`config.mk`:
```
export PLATFORM = sky130hd
export DESIGN_NAME = lra_divider
export DESIGN_NICKNAME = d
export VERILOG_FILES = /design/src/hdl/lra_pkg.sv /design/src/hdl/lra_divider.sv
export VERILOG_INCLUDE_DIRS = /design/src /design/src/hdl
export SDC_FILE = /design/constraint.sdc
export NUM_CORES = 1
export LEC_CHECK = 0
export ABC_CLOCK_PERIOD_IN_PS = 6220
export BUFFER_PORTS_ARGS = -buffer_cell sky130_fd_sc_hd__buf_2
export CORE_UTILIZATION = 30
export CTS_CLUSTER_SIZE = 20
export DETAILED_ROUTE_END_ITERATION = 12
export PLACE_DENSITY = 0.48
export SKIP_LAST_GASP = 1
export SLEW_MARGIN = 20
export SYNTH_ARGS = -nofsm -noshare
export SYNTH_HDL_FRONTEND = slang
export SYNTH_SLANG_ARGS = --single-unit
```
`constraint.sdc`:
```
create_clock -name aclk -period 6.22 [get_ports aclk]
set_input_delay 0.622 -clock aclk [delete_from_list [all_inputs] [get_ports aclk]]
set_output_delay 0.622 -clock aclk [all_outputs]
set_load 0.1 [all_outputs]
```
`src/hdl/largest_remainder_allocator_unit_macros.svh`:
```
// Assertion macros for the largest remainder allocator.
`ifndef LARGEST_REMAINDER_ALLOCATOR_UNIT_MACROS_SVH
`define LARGEST_REMAINDER_ALLOCATOR_UNIT_MACROS_SVH
`ifndef ASSERT_OFF
`define LRA_ASSERT(label, clk, rstn, prop, msg) \
    label: assert property (@(posedge clk) disable iff (!rstn) prop) else $error(msg);
`define LRA_ASSERT_NR(label, clk, prop, msg) \
    label: assert property (@(posedge clk) prop) else $error(msg);
`else
`define LRA_ASSERT(label, clk, rstn, prop, msg)
`define LRA_ASSERT_NR(label, clk, prop, msg)
`endif
`endif

```
`src/hdl/lra_pkg.sv`:
```
// Shared types and constants for the largest remainder allocator.
`timescale 1ns / 1ps
`default_nettype none
package lra_pkg;
    localparam logic [9:0] SCALE = 10'd1000;
    localparam logic [63:0] TMAX = 64'h7FFF_FFFF_FFFF_FFFF / 64'd1000;
    localparam logic [1:0] ST_OK = 2'd0;
    localparam logic [1:0] ST_NOPAY = 2'd1;
    localparam logic [1:0] ST_NOELIG = 2'd2;
    localparam logic [1:0] ST_OVF = 2'd3;

    typedef struct packed {
        logic        start;
        logic [63:0] hi;
        logic [63:0] lo;
        logic [62:0] divisor;
    } div_req_t;

    typedef struct packed {
        logic        busy;
        logic        done;
        logic [63:0] quotient;
        logic [62:0] remainder;
    } div_rsp_t;
endpackage
`default_nettype wire

```
`src/hdl/lra_divider.sv`:
```
// Restoring 128-by-63 divider, one quotient bit per cycle.
`timescale 1ns / 1ps
`default_nettype none
`include "largest_remainder_allocator_unit_macros.svh"
module lra_divider (
    input  wire                 aclk,
    input  wire                 aresetn,
    input  lra_pkg::div_req_t   req,
    output lra_pkg::div_rsp_t   rsp
);
    import lra_pkg::*;

    logic [63:0] rem_reg, rem_next;
    logic [63:0] lo_reg, lo_next;
    logic [63:0] quo_reg, quo_next;
    logic [62:0] d_reg, d_next;
    logic [6:0]  cnt_reg, cnt_next;
    logic        busy_reg, busy_next;
    logic        done_reg, done_next;
    logic [64:0] shifted;

    always_comb begin
        rem_next = rem_reg;
        lo_next = lo_reg;
        quo_next = quo_reg;
        d_next = d_reg;
        cnt_next = cnt_reg;
        busy_next = busy_reg;
        done_next = 1'b0;
        shifted = {rem_reg, lo_reg[63]};
        if (busy_reg) begin
            lo_next = {lo_reg[62:0], 1'b0};
            if (shifted >= {2'b00, d_reg}) begin
                rem_next = 64'(shifted - {2'b00, d_reg});
                quo_next = {quo_reg[62:0], 1'b1};
            end else begin
                rem_next = shifted[63:0];
                quo_next = {quo_reg[62:0], 1'b0};
            end
            cnt_next = cnt_reg - 7'd1;
            if (cnt_reg == 7'd1) begin
                busy_next = 1'b0;
                done_next = 1'b1;
            end
        end else if (req.start) begin
            rem_next = req.hi;
            lo_next = req.lo;
            d_next = req.divisor;
            quo_next = '0;
            cnt_next = 7'd64;
            busy_next = 1'b1;
        end
    end

    always_ff @(posedge aclk) begin
        rem_reg <= rem_next;
        lo_reg <= lo_next;
        quo_reg <= quo_next;
        d_reg <= d_next;
        if (!aresetn) begin
            cnt_reg <= '0;
            busy_reg <= 1'b0;
            done_reg <= 1'b0;
        end else begin
            cnt_reg <= cnt_next;
            busy_reg <= busy_next;
            done_reg <= done_next;
        end
    end

    assign rsp.busy = busy_reg;
    assign rsp.done = done_reg;
    assign rsp.quotient = quo_reg;
    assign rsp.remainder = rem_reg[62:0];

    `LRA_ASSERT(a_done_after_busy, aclk, aresetn, rsp.done |-> $past(busy_reg), "done w/o busy")
    `LRA_ASSERT(a_busy_count, aclk, aresetn, busy_reg |-> cnt_reg != 7'd0, "busy count zero")
    `LRA_ASSERT(a_start_idle, aclk, aresetn, (req.start && !busy_reg) |=> busy_reg, "no start")
endmodule
`default_nettype wire

```
Word-level counts from Yosys, hierarchy flattened. Cells that the tools add are included.

Add/sub/neg operators: 2. $lt $le $gt $ge: 1. Equality and inequality tests: 1. Multiplexer cells: 14. Bitwise logic cells: 1. Reductions and logical operators: 3.

Operators with widths (count): two-way mux 64 bit (7); greater-or-equal comparator 65 x 63 -> 1 bit (1); subtractor 64 x 63 -> 64 bit (1); two-way mux 7 bit (2); == test 7 x 1 -> 1 bit, second input constant (1); subtractor 7 x 1 -> 7 bit, second input constant (1); two-way mux 1 bit (5); AND reduction 2 bit (2); nonzero test 2 bit (1); inverter 1 bit (1).

Bits in registers: 264. Input bits: 194. Output and inout bits: 129. Word-level logic and storage cells: 30.

Depth between registers and ports, before layout. Gate-level depths: netlist (run 1).

Word-level depth: 3. Gate-level depth with buffers: 17. Mapped depth without buffers: 14.

Least setup slack after synthesis (run 1). Ideal clock, no wire load.

Path type: flip-flop to flip-flop. Start: register busy_reg. End: register cnt_reg[2]. Arrival time: 4735 ps. Setup slack: 1145 ps. Stages on the path, launching flop included: 5. Period minus slack after synthesis: 5075 ps. Path through: dfxtp_1 clkbuf_1 nor2_1 inv_1 a311oi_1.

Cells in the longest elaborated chain, start to end: 1. Elaborated cells between the ends (all ways): 2. Classes of those cells: 1 x mux; 1 x reduce/logical.

RTL lines: start, declared (line lra_divider.sv:18) `logic busy_reg, busy_next;`; start signal, assigned (line lra_divider.sv:66) `busy_reg <= busy_next;`; two-way mux 7 bit or nonzero test 2 bit (tied branches); end signal, assigned (line lra_divider.sv:65) `cnt_reg <= cnt_next;`; end, declared (line lra_divider.sv:17) `logic [6:0] cnt_reg, cnt_next;`.

Parallel ways exist; a longest one is shown, timed or not. A chain may end at the register's enable or synchronous reset.

Worst setup path in the final report (run 1).
Start: register d_reg[0]. End: register rem_reg[58], data pin.

Cells in the longest elaborated chain, start to end: 3. Elaborated cells between the ends (all ways): 4. Classes of those cells: 1 x add/sub; 1 x order compare; 2 x mux.

RTL lines: start, declared (line lra_divider.sv:16) `logic [62:0] d_reg, d_next;`; start signal, assigned (line lra_divider.sv:59) `d_reg <= d_next;`; subtractor 64 x 63 -> 64 bit or greater-or-equal comparator 65 x 63 -> 1 bit (tied branches) (line lra_divider.sv:34, lra_divider.sv:33); two-way mux 64 bit * (line lra_divider.sv:33) `if (shifted >= {2'b00, d_reg}) begin`; two-way mux 64 bit * (line lra_divider.sv:31) `if (busy_reg) begin`; named net rem_next[58] (line lra_divider.sv:13) `logic [63:0] rem_reg, rem_next;`; end signal, assigned (line lra_divider.sv:56) `rem_reg <= rem_next;`; end, declared (line lra_divider.sv:13).

Mark *: on every way through the listed nets, which the timed path passes. The rest lies on a longest branch.

==> impl_summary.md, run 1 <==
Timing
The tightest hold margin is 255 ps. The final setup skew is 18.4 ps. Setup repair after global routing left no endpoint under its margin. The final-report hold violation count is 0.

The final number of max-transition violations is 0. The final period demand of the worst path is 4280 ps. The setup-violating endpoint count in the final report is 0. The share of the clock period used by the worst path is 0.687. Measured against its own limit, the worst slew margin works out to 0.376. Setup total negative slack on the finished layout was measured at 0 ps.

The highest clock rate is 234 MHz. The transition at the pin with the smallest max-transition slack is 937 ps.

Logic synthesis
The average size of a mapped cell is 10.8 um^2. The largest total area in the synthesized netlist belongs to sky130_fd_sc_hd__edfxtp_1. In this run, synthesis inferred 254 flip-flops with an integrated enable. Yosys mapped the design onto 63 distinct sky130hd cell types.

Of the post-synthesis cell area, the dominant cell type holds 0.509. In the post-synthesis netlist, the cell with the most instances is sky130_fd_sc_hd__edfxtp_1. In the synthesized netlist the dominant register cell turns out to be sky130_fd_sc_hd__edfxtp_1. After synthesis, the cell types taking the most area are sky130_fd_sc_hd__edfxtp_1, sky130_fd_sc_hd__ha_1, sky130_fd_sc_hd__a21oi_1.

In the synthesized netlist the async set-or-reset flop fraction comes to 0. After synthesis, the most frequently instantiated cells are sky130_fd_sc_hd__edfxtp_1, sky130_fd_sc_hd__a21oi_1, sky130_fd_sc_hd__nor2_1. The number of storage elements in the synthesis netlist is 264.

The total nets after synthesis is 1,654. The number of warnings printed during yosys synthesis is 0. The number of instances in the synthesized netlist is 1,394. Of the synthesized area, sequential elements account for 0.522. In this run the cell area of the synthesized design comes to 0.0150 mm^2.

Drt
After detailed routing, the number of vias per cell comes to 4.83. Dividing the detail-routed wire length by the instance count gives 18.5 um. The detail route stage leaves a number of antenna-violating nets equal to 0. The post-detailed-route DRC marker count is 0. The detailed-router iteration count before antenna repair is 7. Detailed routing inserted a total of 11,191 vias. The post-detailed-routing wire length is 42,900 um. The first-iteration detailed-routing DRC count is 487.

Clock network
TritonCTS built the clock tree. Counting along the longest clock path gives a buffer depth of 3. The H-tree was split into 2 levels. In this run, CTS created clock tree buffers numbering 35. The number of hold buffers added after CTS was 0. The number of instances resized during post-cts repair is 0. The clock net sink count is 264. The clock-pin slew on the worst setup and hold paths is 60 ps. The clock latency reported for the late side of the worst-skew pair is 540 ps. The tree is rooted in a sky130_fd_sc_hd__clkbuf_16. The buffers inserted during post-CTS setup optimization is 0.

Power and ir drop
Across the VDD grid, the largest voltage drop is 0.231 mV. The power density over the cells is 371 mW/mm^2. The overall power is 6.60 mW. The static power due to leakage is 7.73 nW.

Job
Across the run, the number of max-cap violations was 0.

Setup path
The worst setup path is captured at a register. The arrival time at the worst endpoint is 4660 ps. Along the worst path, the maximum fanout reaches 3.

The worst setup path is launched from a register. At the worst endpoint, the required time is 6600 ps. The critical path in this run is classified as reg -> reg.

Placement
The placement-stage cell area is 0.0167 mm^2. The quantity of I/O buffers inserted on ports is 322. The number of placed instances, taps included, is 2,253. The placer's final routability congestion estimate is 0.851.

The HPWL after detailed placement is 31,100 um.

Die
The die covers 0.0509 mm^2. The die is 226 um tall. 323 I/O pins were placed. The floorplan step defined a core boundary enclosing 0.0492 mm^2. The effective utilization at floorplan is 0.305. The width of the die is 226 um.

The initialized floorplan defines 81 standard-cell rows.

Layout
The final non-filler cell area is 0.0178 mm^2. The layout cell share with drive strength beyond 1 is 0.240. Once layout is complete, the cells apart from fillers number 2,316. The synthesis-to-finish area growth is 18.7%. The total number of nets in the final design is 1,886.

Worst hold path
The worst hold path class is in -> reg.

Global route
The total overflow left after global routing is 0. The first global-routing pass estimated 65,200 um of wire. The overall routing resource usage is 0.166. Entering global routing, the biggest net connects 116 pins. The number of antenna violations at the first check in global routing came to 15. The via count of the first global-routing pass is 11,474.

Run status
The run finished with clean final reports.
## routing by layer
metal	vias to the layer above	GRT usage	share of wire
li1	5477	-	-
met1	5332	0.211	0.44
met2	284	0.268	0.46
met3	76	0.0520	0.073
met4	22	0.0496	0.023
met5	-	0	0.0032
## critical path: stages, from the launching register on
cell and delay (ps):
sky130_fd_sc_hd__edfxtp_1 400, sky130_fd_sc_hd__ha_1 220, sky130_fd_sc_hd__fa_1 410, sky130_fd_sc_hd__nand2b_1 190, sky130_fd_sc_hd__a21oi_1 250, sky130_fd_sc_hd__o21ai_0 250
sky130_fd_sc_hd__a31oi_1 360, sky130_fd_sc_hd__o21ai_1 210, sky130_fd_sc_hd__a221o_1 370, sky130_fd_sc_hd__a21oi_1 350, sky130_fd_sc_hd__a41oi_1 310, sky130_fd_sc_hd__o41ai_1 520
sky130_fd_sc_hd__nand4b_1 160, sky130_fd_sc_hd__o211ai_1 130
## placed cells by master (no fill, tap or decap), types with 29 or more instances in the layout
cell type	instances
sky130_fd_sc_hd__buf_2	322
sky130_fd_sc_hd__edfxtp_1	254
sky130_fd_sc_hd__a21oi_1	139
sky130_fd_sc_hd__nor2_1	113
sky130_fd_sc_hd__inv_1	89
sky130_fd_sc_hd__nand2_1	81
sky130_fd_sc_hd__and2_1	67
sky130_fd_sc_hd__ha_1	65
sky130_fd_sc_hd__a22o_1	63
sky130_fd_sc_hd__o21ai_0	52
sky130_fd_sc_hd__mux2i_1	45
sky130_fd_sc_hd__xnor2_1	35
sky130_fd_sc_hd__clkbuf_16	35
sky130_fd_sc_hd__a21o_1	29
## where the power goes
part           switching, mW  total, mW  internal (mW)
Sequential             0.123       2.32           2.20
Combinational           1.66       2.31          0.647
Clock                  0.804       1.98           1.17
Total                   2.59       6.60           4.01
## stage by stage
stage           util  setup WS, ps
2_1_floorplan      -          1150
4_1_cts        0.362          1870
5_1_grt        0.362          1580
3_3_place_gp   0.340          1940
3_5_place_dp   0.340          1890
6_report       0.362          1940
## cell families after synthesis
group,after synthesis,synth area share
AO/OA/AOI/OAI,376,0.165
XOR/XNOR,55,0.0321
adder cells (fa/ha/maj),66,0.0556
buffers and inverters,226,0.0772
flip-flops,264,0.522
multiplexers,46,0.0308
AND/OR/NAND/NOR,361,0.117
## layout make-up
| type | count | area [um^2] |
|---|---|---|
| inverters | 91 | 352 |
| fillers | 5003 | 31400 |
| multi-input cells | 904 | 6010 |
| flip-flops and latches | 264 | 7830 |
| repair buffers | 330 | 1670 |
| clock inverters | 13 | 160 |
| diodes | 1 | 2.50 |
| clock buffers | 49 | 928 |
| well taps | 664 | 831 |
## worst paths after layout
kind,startpoint,slack [ps],endpoint,depth (start not counted)
setup reg to reg,d_reg[0],1940,rem_reg[58],13
hold reg to reg,cnt_reg[3],490,cnt_reg[3],2
hold / removal,req[51],250,d_reg[51],1
setup / recovery,d_reg[0],1940,rem_reg[58],13
No activity file was read; power rests on OpenSTA's default activity.
==> run 2, diff against run 1 <==
--- a/config.mk
+++ b/config.mk
@@ -6,12 +6,12 @@
 export SDC_FILE = /design/constraint.sdc
 export NUM_CORES = 1
 export LEC_CHECK = 0
-export ABC_CLOCK_PERIOD_IN_PS = 6220
+export ABC_CLOCK_PERIOD_IN_PS = 3460
 export BUFFER_PORTS_ARGS = -buffer_cell sky130_fd_sc_hd__buf_2
 export CORE_UTILIZATION = 30
 export CTS_CLUSTER_SIZE = 20
 export DETAILED_ROUTE_END_ITERATION = 12
-export PLACE_DENSITY = 0.48
+export PLACE_DENSITY = 0.5
 export SKIP_LAST_GASP = 1
 export SLEW_MARGIN = 20
 export SYNTH_ARGS = -nofsm -noshare
==> constraint.sdc (replaced) <==
create_clock -name aclk -period 3.46 [get_ports aclk]
set_input_delay 0.346 -clock aclk [delete_from_list [all_inputs] [get_ports aclk]]
set_output_delay 0.346 -clock aclk [all_outputs]
set_load 0.1 [all_outputs]
==> impl_summary.md, run 2 (synthesis gave the netlist of run 1 again) <==
Run status
Status: complete, no violations (unchanged).

Clock network
The clock net sink count came to 264 (unchanged). The clock tree from TritonCTS is done (unchanged). The clock-pin slew on the worst setup and hold paths was 60 ps (about the same). The number of buffers on the longest clock path is 3 (unchanged). The H-tree depth was 2 (unchanged).

The total clock buffers created by CTS came to 34 (was 35). The buffer cell driving the clock tree root is sky130_fd_sc_hd__clkbuf_16 (unchanged). The clock latency reported for the late side of the worst-skew pair is 540 ps (about the same).

Setup path
The class of the most critical setup path is reg -> reg (unchanged). The sort of element at the end of the critical path is a register (unchanged). The startpoint of the lowest-slack register-to-register path is rem_reg[13] (was d_reg[0]). The arrival time at the worst endpoint came to 3640 ps (was 4660 ps). The worst-path maximum fanout is 7 (was 3).

The critical path required time is 3740 ps (was 6600 ps). The startpoint type of the worst setup path is a register (unchanged). The register-to-register setup slack is 100 ps (was 1940 ps).

The library cell contributing the largest single delay on the critical path is sky130_fd_sc_hd__edfxtp_1 (was sky130_fd_sc_hd__o41ai_1). The logic depth of the worst register-to-register path is 14 (was 13). Critical path cell sequence: ha_4 -> a21oi_1 -> o21ai_2 -> nor2_2 -> or2_4 -> o31ai_4 -> a31oi_4 -> o21a_1 -> o31ai_4 -> buf_6 -> buf_12 -> nor2_1 -> a21oi_1 -> o211ai_1 (was ha_1 -> fa_1 -> nand2b_1 -> a21oi_1 -> o21ai_0 -> a31oi_1 -> o21ai_1 -> a221o_1 -> a21oi_1 -> a41oi_1 -> o41ai_1 -> nand4b_1 -> o211ai_1).

The endpoint of the most critical register-to-register path is rem_reg[58] (unchanged). The stage delay of the slowest cell on the critical path came to 440 ps (was 520 ps). The worst setup path startpoint is rem_reg[13] (was d_reg[0]).

Timing
The accumulated negative setup slack came to 0 ps (unchanged). The worst slew slack as a fraction of its limit was 0.284 (was 0.376). The final period demand of the worst path is 3360 ps (was 4280 ps). The final setup skew is 13.1 ps (was 18.4 ps). The final number of max-transition violations is 0 (unchanged). The highest clock rate is 298 MHz (was 234 MHz). The transition at the pin with the smallest max-transition slack is 1070 ps (was 937 ps). The final-report hold violation count is 0 (unchanged). Unrepaired setup endpoints after global routing: true (was false). The setup-violating endpoint count in the final report is 0 (unchanged). The share of the clock period used by the worst path came to 0.971 (was 0.687).

Die
The full die area came to 0.0509 mm^2 (unchanged). The core footprint is 0.0492 mm^2 (unchanged). The die height is 226 um (unchanged).

The effective utilization at floorplan is 0.305 (unchanged). The number of top-level pins came to 323 (unchanged). The width of the die came to 226 um (unchanged). The number of standard-cell rows in the floorplan is 81 (unchanged).

Drt
The post-detailed-route DRC marker count is 0 (unchanged). The first-iteration detailed-routing DRC count is 505 (was 487). The post-detailed-routing wire length is 44,500 um (was 42,900 um). The remaining antenna violation count is 0 (unchanged). The post-detailed-route wirelength per cell was 17.7 um (was 18.5 um). The detail-routed via count per cell is 4.78 (was 4.83). The total vias in the final route is 12,002 (was 11,191). The detailed-router iteration count before antenna repair came to 4 (was 7).

Power and ir drop
The sequential cell fraction of total power is 0.326 (was 0.351). The highest ir drop seen on vdd is 0.437 mV (was 0.231 mV). The power density over the cells is 635 mW/mm^2 (was 371 mW/mm^2). The static power due to leakage is 8.74 nW (was 7.73 nW). The clock power share is 0.289 (was 0.299). The combinational share of power was 0.385 (was 0.350). The switching part of the total power was 0.381 (was 0.392). The overall power is 12.8 mW (was 6.60 mW). The reported net switching power is 4.88 mW (was 2.59 mW). The internal portion of total power is 7.93 mW (was 4.01 mW).

Layout
The layout cell share with drive strength beyond 1 is 0.328 (was 0.240). The share of the core filled with cells was 0.411 (was 0.362). The filler cell count in the final layout is 4,870 (was 5,003). The area of all sequential standard cells is 0.00783 mm^2 (unchanged). Highest-count cells in the layout ignoring fill and taps: sky130_fd_sc_hd__buf_2, sky130_fd_sc_hd__edfxtp_1, sky130_fd_sc_hd__a21oi_1 (unchanged). The total number of nets in the final design is 2,078 (was 1,886). The most common library cell in the layout ignoring fill and taps is sky130_fd_sc_hd__buf_2 (unchanged). The area of the multi-input gates came to 0.00657 mm^2 (was 0.00601 mm^2).

The synthesis-to-finish area growth was 34.7% (was 18.7%).

Worst hold path
The instance count along the most critical hold path came to 1 (unchanged). The beginning of the worst hold path is req[1] (was req[51]). The worst hold path class is in -> reg (unchanged). The worst hold endpoint is d_reg[1] (was d_reg[51]).

Global route
The overall routing resource usage is 0.171 (was 0.166). The number of antenna violations at the first check in global routing is 13 (was 15). The remaining global-route overflow is 0 (unchanged). The first-pass GRT wire length is 67,500 um (was 65,200 um). The via count of the first global-routing pass is 12,203 (was 11,474). The pin count of the biggest net entering global routing is 99 (was 116).

Placement
The quantity of I/O buffers inserted on ports came to 322 (unchanged). The placer's final routability congestion estimate is 0.841 (was 0.851). The HPWL after detailed placement is 32,400 um (was 31,100 um).

Job
The number of maximum-capacitance violations is 0 (unchanged).
[run 2: cell types whose count changed in the layout (fill, tap and decap cells not counted), sizes merged]
cell and change:
buf +132, bufinv +3, clkbuf -8, clkinv -1
clkinvlp +2, diode +5, dlygate4sd3 +59, inv +1
[run 2: what timing repair did]
action                                  in CTS  in global routing
cloned                                       1                  2
setup buffers                                4                 19
gates resized for setup                     41                 63
hold buffers                                59                  0
endpoints found under the setup margin      57                 65
pin swaps                                   14                 22
hold endpoints to repair                    59                  0
[run 2: worst max path at each step]
stage                        to  cells past startpoint  slack [ps]
global route        rem_reg[58]                     14         -80
detailed placement  rem_reg[54]                     15        -360
floorplan            lo_reg[10]                      3        -390
global placement    rem_reg[54]                     15        -260
CTS                 rem_reg[46]                     13          10
finish              rem_reg[58]                     14         100
[run 2: worst max-delay path: cells and delay by family (launching register included)]
family,cells,cell delay (ps)
adders and majority gates,1,320
AOI/OAI and AO/OA,8,1620
DFF,1,440
and+or+nand+nor,3,350
buffers and inverters,2,380
[run 2: cell type report]
class,instances,area share
flip-flops and latches,264,0.388
multi-input cells,904,0.325
repair buffers,523,0.171
clock buffers,39,0.0431
well taps,664,0.0412
inverters,91,0.0172
clock inverters,18,0.0136
diodes,6,0.000744
[run 2: power groups by stage]
stage	combinational [mW]	clock, mW	sequential [mW]
detailed placement	4.55	0	4.22
global route	5.29	3.94	4.23
CTS	4.72	3.84	4.18
finish	4.93	3.70	4.18
floorplan	3.04	0	4.64
global placement	4.53	0	4.22
[run 2: through the flow]
step	cell area [um^2]	instances	hold slack (ps)	setup WS, ps
2_1_floorplan	15000	1394	445	-387
3_3_place_gp	17600	2362	458	-260
3_5_place_dp	17600	2362	481	-359
4_1_cts	19700	2483	0.429	11.0
5_1_grt	20200	2505	10.6	-78.0
6_report	20200	2509	31.6	102
[run 2: routing by layer]
metal | up-vias | track usage | part of all wire
li1 | 5869 | - | -
met1 | 5739 | 0.217 | 0.44
met2 | 304 | 0.275 | 0.46
met3 | 76 | 0.0567 | 0.076
met4 | 14 | 0.0557 | 0.024
met5 | - | 0 | 0.0018
